`src/rtl/spq_pkg.sv`:
```
// Shared types and constants for the sorted priority queue.
// No dependencies; imported by every module of the block.
`default_nettype none

package spq_pkg;

  localparam int DEPTH_DEFAULT = 16;
  localparam int VAL_W         = 8;
  localparam int OCC_W         = 5;

  typedef logic [VAL_W-1:0] val_t;

  typedef enum logic [1:0] {
    CMD_APPEND = 2'd0,
    CMD_INSERT = 2'd1,
    CMD_SERVE  = 2'd2
  } cmd_t;

  typedef struct packed {
    cmd_t command;
    val_t item_value;
  } in_item_t;

  typedef struct packed {
    val_t             served_value;
    logic             served_valid;
    logic             dropped;
    logic [OCC_W-1:0] occupancy;
  } out_item_t;

  // Broadcast from the queue control to every cell.
  typedef struct packed {
    logic do_insert;  // append or priority insert that is not dropped
    logic do_serve;   // serve on a non-empty queue
    logic by_value;   // insert position chosen by value compare
    val_t value;      // value being inserted
  } cell_ctrl_t;

endpackage

`default_nettype wire

```
`src/rtl/spq_cell.sv`:
```
// One slot of the queue: holds an entry and shifts it left or right.
// Depends on spq_pkg.
`default_nettype none

module spq_cell
  import spq_pkg::*;
(
  input  wire        clk,
  input  cell_ctrl_t ctrl,
  input  wire        occupied,    // slot index below the entry count
  input  wire        found_in,    // insert point lies in an earlier slot
  input  val_t       left_value,  // entry of the slot nearer the head
  input  val_t       right_value, // entry of the slot nearer the tail
  output logic       found_out,
  output val_t       value
);

  logic hit;
  val_t value_next;

  // First empty slot is the tail position; with by_value the first
  // strictly smaller entry wins, so equal values keep arrival order.
  assign hit       = !occupied || (ctrl.by_value && (value < ctrl.value));
  assign found_out = found_in || hit;

  always_comb begin
    value_next = value;
    if (ctrl.do_insert) begin
      if (found_in) begin
        value_next = left_value;
      end else if (hit) begin
        value_next = ctrl.value;
      end
    end else if (ctrl.do_serve) begin
      value_next = right_value;
    end
  end

  always_ff @(posedge clk) begin
    value <= value_next;
  end

endmodule

`default_nettype wire

```
`src/rtl/sorted_priority_queue.sv`:
```
// Sorted priority queue: one transaction in, one result out per command.
// Latency: result is presented the cycle after the command is accepted.
// Throughput: one command per cycle while results are taken; a held result
// stalls input only when out_ready is low (single output register).
// Reset: entry count and output valid clear; entries stay undefined.
`default_nettype none

module sorted_priority_queue
  import spq_pkg::*;
#(
  parameter int DEPTH = DEPTH_DEFAULT
) (
  input  wire       clk,
  input  wire       rst,
  input  wire       in_valid,
  output logic      in_ready,
  input  in_item_t  in_data,
  output logic      out_valid,
  input  wire       out_ready,
  output out_item_t out_data
);

  localparam int CNT_W = $clog2(DEPTH + 1);

  logic [CNT_W-1:0] count;
  logic [CNT_W-1:0] count_next;
  logic             accept;
  logic             full;
  logic             empty;
  logic             is_add;
  cell_ctrl_t       ctrl;
  out_item_t        result;

  val_t             cell_value [DEPTH];
  logic [DEPTH:0]   found;
  logic [DEPTH-1:0] occupied;

  assign in_ready = !out_valid || out_ready;
  assign accept   = in_valid && in_ready;
  assign full     = (count == CNT_W'(DEPTH));
  assign empty    = (count == '0);
  assign is_add   = (in_data.command == CMD_APPEND) || (in_data.command == CMD_INSERT);

  assign ctrl.do_insert = accept && is_add && !full;
  assign ctrl.do_serve  = accept && (in_data.command == CMD_SERVE) && !empty;
  assign ctrl.by_value  = (in_data.command == CMD_INSERT);
  assign ctrl.value     = in_data.item_value;

  assign found[0] = 1'b0;

  for (genvar i = 0; i < DEPTH; i++) begin : g_cell
    val_t left_v;
    val_t right_v;

    assign occupied[i] = (CNT_W'(i) < count);

    if (i == 0) begin : g_head
      assign left_v = in_data.item_value;
    end else begin : g_mid_l
      assign left_v = cell_value[i-1];
    end

    if (i == DEPTH - 1) begin : g_tail
      assign right_v = cell_value[i];
    end else begin : g_mid_r
      assign right_v = cell_value[i+1];
    end

    spq_cell u_cell (
      .clk         (clk),
      .ctrl        (ctrl),
      .occupied    (occupied[i]),
      .found_in    (found[i]),
      .left_value  (left_v),
      .right_value (right_v),
      .found_out   (found[i+1]),
      .value       (cell_value[i])
    );
  end

  always_comb begin
    count_next = count;
    if (ctrl.do_insert) begin
      count_next = count + CNT_W'(1);
    end else if (ctrl.do_serve) begin
      count_next = count - CNT_W'(1);
    end

    result              = '0;
    result.served_value = ctrl.do_serve ? cell_value[0] : '0;
    result.served_valid = ctrl.do_serve;
    result.dropped      = is_add && full;
    result.occupancy    = OCC_W'(count_next);
  end

  always_ff @(posedge clk) begin
    if (rst) begin
      count     <= '0;
      out_valid <= 1'b0;
    end else begin
      count <= count_next;
      if (accept) begin
        out_valid <= 1'b1;
      end else if (out_ready) begin
        out_valid <= 1'b0;
      end
    end
  end

  always_ff @(posedge clk) begin
    if (accept) begin
      out_data <= result;
    end
  end

endmodule

`default_nettype wire

```
`config.mk`:
```
export PLATFORM = sky130hd
export DESIGN_NAME = sorted_priority_queue
export DESIGN_NICKNAME = d
export VERILOG_FILES = /design/src/rtl/spq_pkg.sv /design/src/rtl/spq_cell.sv /design/src/rtl/sorted_priority_queue.sv
export SDC_FILE = /design/constraint.sdc
export NUM_CORES = 1
export LEC_CHECK = 0
export ABC_AREA = 1
export BUFFER_PORTS_ARGS = -buffer_cell sky130_fd_sc_hd__buf_2
export CORE_MARGIN = 3
export CORE_UTILIZATION = 45
export CTS_CLUSTER_SIZE = 40
export DETAILED_ROUTE_END_ITERATION = 8
export HOLD_SLACK_MARGIN = 0.12
export PLACE_DENSITY_LB_ADDON = 0.2
export SLEW_MARGIN = 20
export SYNTH_ARGS = -nofsm -noshare
export SYNTH_HDL_FRONTEND = slang
export SYNTH_HIERARCHICAL = 1
export SYNTH_SLANG_ARGS = --single-unit
```
`constraint.sdc`:
```
create_clock -name clk -period 16.4 [get_ports clk]
set_input_delay 1.64 -clock clk [delete_from_list [all_inputs] [get_ports clk]]
set_output_delay 1.64 -clock clk [all_outputs]
set_load 0.005 [all_outputs]
```
==> PnR_summary.wiki <==
{| class="wikitable"
! Metric !! Value
|-
| Required time at the worst-slack endpoint || 16.51 ns
|-
| Post-DP HPWL || 21950 um
|-
| Clock root buffer master || clkbuf_16
|-
| Clock sink count || 149
|-
| Nature of the critical path startpoint || primary input
|-
| Hold buffer count at CTS || 0
|-
| Hold Path Class || register to register
|-
| Layout cells sized above 1 || 0.08290
|-
| Maximum fanout along the worst path || 33
|-
| Routed vias/inst || 5.343
|-
| Final routed wire length divided by cell count || 16.69 um
|-
| Total Routing Usage GR || 0.2371
|-
| Synthesis Warnings || 6
|-
| Unrepaired setup endpoints after global routing || false
|-
| Violation count after the first detailed-routing iteration || 916
|-
| Buffer depth of the longest clock path || 2
|-
| Die outline width || 164.6 um
|-
| Critical setup path kind || primary input to register
|-
| Core box area || 24530 um2
|-
| Chip Height || 164.6 um
|-
| Number of global-route vias before repair || 9240
|-
| Register-to-register setup slack || 4.83 ns
|-
| Pre-CTS setup slack || 3.472 ns
|-
| Number of vias in the routed layout || 10.05k
|-
| Filler cell count || 2401
|-
| Maximum clock skew at final layout || 0.009464 ns
|-
| Antenna violations before repair || 0
|-
| Worst path most repeated cell || nand3_1
|-
| Shortest clock period the worst path allows after layout || 12.92 ns
|-
| Post-route DRC violation count || 0
|-
| Final-layout setup total negative slack || 0 ns
|-
| Max Cap Violations || 0
|-
| CTS tree || done
|-
| Total Wirelength || 31390 um
|-
| Maximum number of pins on one net before global-route repair || 101
|-
| Clock transition at the register clock pins on the worst setup and hold paths after CTS || 0.06 ns
|-
| IO buf count || 30
|-
| Number of diodes || 0
|-
| Buffers inserted during post-CTS setup optimization || 0
|-
| Worst IR drop on VDD || 70.93 uV
|-
| Count of endpoints failing hold in the final timing report || 0
|-
| Worst setup slack after layout || 3.477 ns
|-
| Routability-driven placement congestion ratio || 0.8868
|-
| Floorplan die area || 27090 um2
|-
| Design Power || 0.001083 W
|-
| Synthesis-to-finish area growth || 9.318%
|-
| First drt pass iteration count || 6
|-
| Effective utilization at floorplan || 0.4614
|-
| Inserted Clock Buffers || 17
|-
| Site row count || 57
|-
| Antenna viol nets, final || 0
|-
| Post-synth net total || 1642
|-
| Post-cts repair resize count || 0
|-
| Post-synthesis cell area || 11320 um2
|-
| Post-Synthesis Cells || 1512
|-
| Reported leakage power || 5.883 nW
|-
| Slew at the pin closest to its max-slew limit || 0.8661 ns
|-
| Remaining global-route overflow || 0
|-
| First-pass GRT wire length || 49630 um
|-
| Average cell area after synthesis || 7.487 um2
|-
| Worst Setup End Kind || register
|-
| Number of slew-limit violations in the final report || 0
|-
| Worst path top cell family by delay || simple AND/OR/NAND/NOR gates
|-
| Peak clock frequency supported by timing || 77.38 MHz
|-
| Arrival time at the worst endpoint || 13.03 ns
|-
| Worst-Skew Late Latency || 0.43 ns
|-
| Final worst path period share || 0.7880
|-
| Top-level I/O count || 31
|-
| PD cells || 87.51 nW/um2
|-
| Crit path buffers/inverters || 18
|-
| Post-layout nets || 1673
|-
| Status || completed
|-
| Crit path max-delay cell type || buf_4
|-
| H-tree level count || 4
|-
| Max stage delay on crit path || 0.39 ns
|-
| Total setup violations reported at the end of the flow || 0
|-
| Relative max-transition margin || 0.4226
|}
==> worst reg2reg max path: cells and delay by family (launching register included) <==
| family | cells | cell delay (ns) |
|---|---|---|
| AOI/OAI and AO/OA | 1 | 0.10 |
| and+or+nand+nor | 23 | 5.85 |
| adders and majority gates | 1 | 0.36 |
| buffers and inverters | 15 | 4.48 |
| DFF | 1 | 0.45 |
==> routing by layer <==
layer  part of all wire  GRT usage  vias to the layer above
li1                   -          -                     4989
met1               0.45     0.3339                     4601
met2               0.46     0.3787                      408
met3              0.072    0.03286                       47
met4              0.024    0.07472                        0
met5                  0          0                        -
==> path summary, 6_finish.rpt <==
path | from | end | depth (start not counted)
worst max-delay path | in_data[7] | g_cell[15].u_cell/value[3] | 43
worst min-delay path | count[2] | count[2] | 2
worst max register to register | g_cell[0].u_cell/value[7] | g_cell[15].u_cell/value[3] | 40
worst min register to register | count[2] | count[2] | 2
==> stage by stage <==
step	instance area, um2	utilization	cells	hold WS [ns]
after floorplan	11320	-	1512	0.5399
after global placement	11770	0.4799	1847	0.5850
after detailed placement	11770	0.4799	1847	0.5914
after CTS	12340	0.5031	1879	0.5996
after global routing	12370	0.5044	1880	0.6436
final	12370	0.5044	1880	0.5958
==> power by group <==
| part | internal [W] | switching [W] |
|---|---|---|
| combinational | 0.0000705 | 0.000135 |
| clock | 0.000223 | 0.000162 |
| sequential | 0.000459 | 0.0000332 |
| total | 0.000753 | 0.000330 |
==> cell type report <==
type	count	area (um2)	share of cell area
clock buffers	19	432.9	0.03498
clock inverters	13	135.1	0.01092
inverters	247	927.1	0.07492
multi-input cells	1083	5777	0.4668
flip-flops and latches	149	4414	0.3567
well taps	324	405.4	0.03276
repair buffers	45	282.8	0.02285
==> cells in the final DEF (no fill, tap or decap), types with 18 or more instances in the layout <==
cell / n
o21ai_0: 263
inv_1: 214
buf_2: 30
clkinv_1: 18
edfxtp_1: 143
ha_1: 116
nor2_1: 199
a21oi_1: 18
nand2_1: 385
nand3_1: 26
==> registers in the layout, indices dropped and copies added (netlist names) <==
register / cells
g_cell.u_cell/value: 128
out_data: 15
out_valid: 1
count: 5
Power figures use the tool's default switching activity.
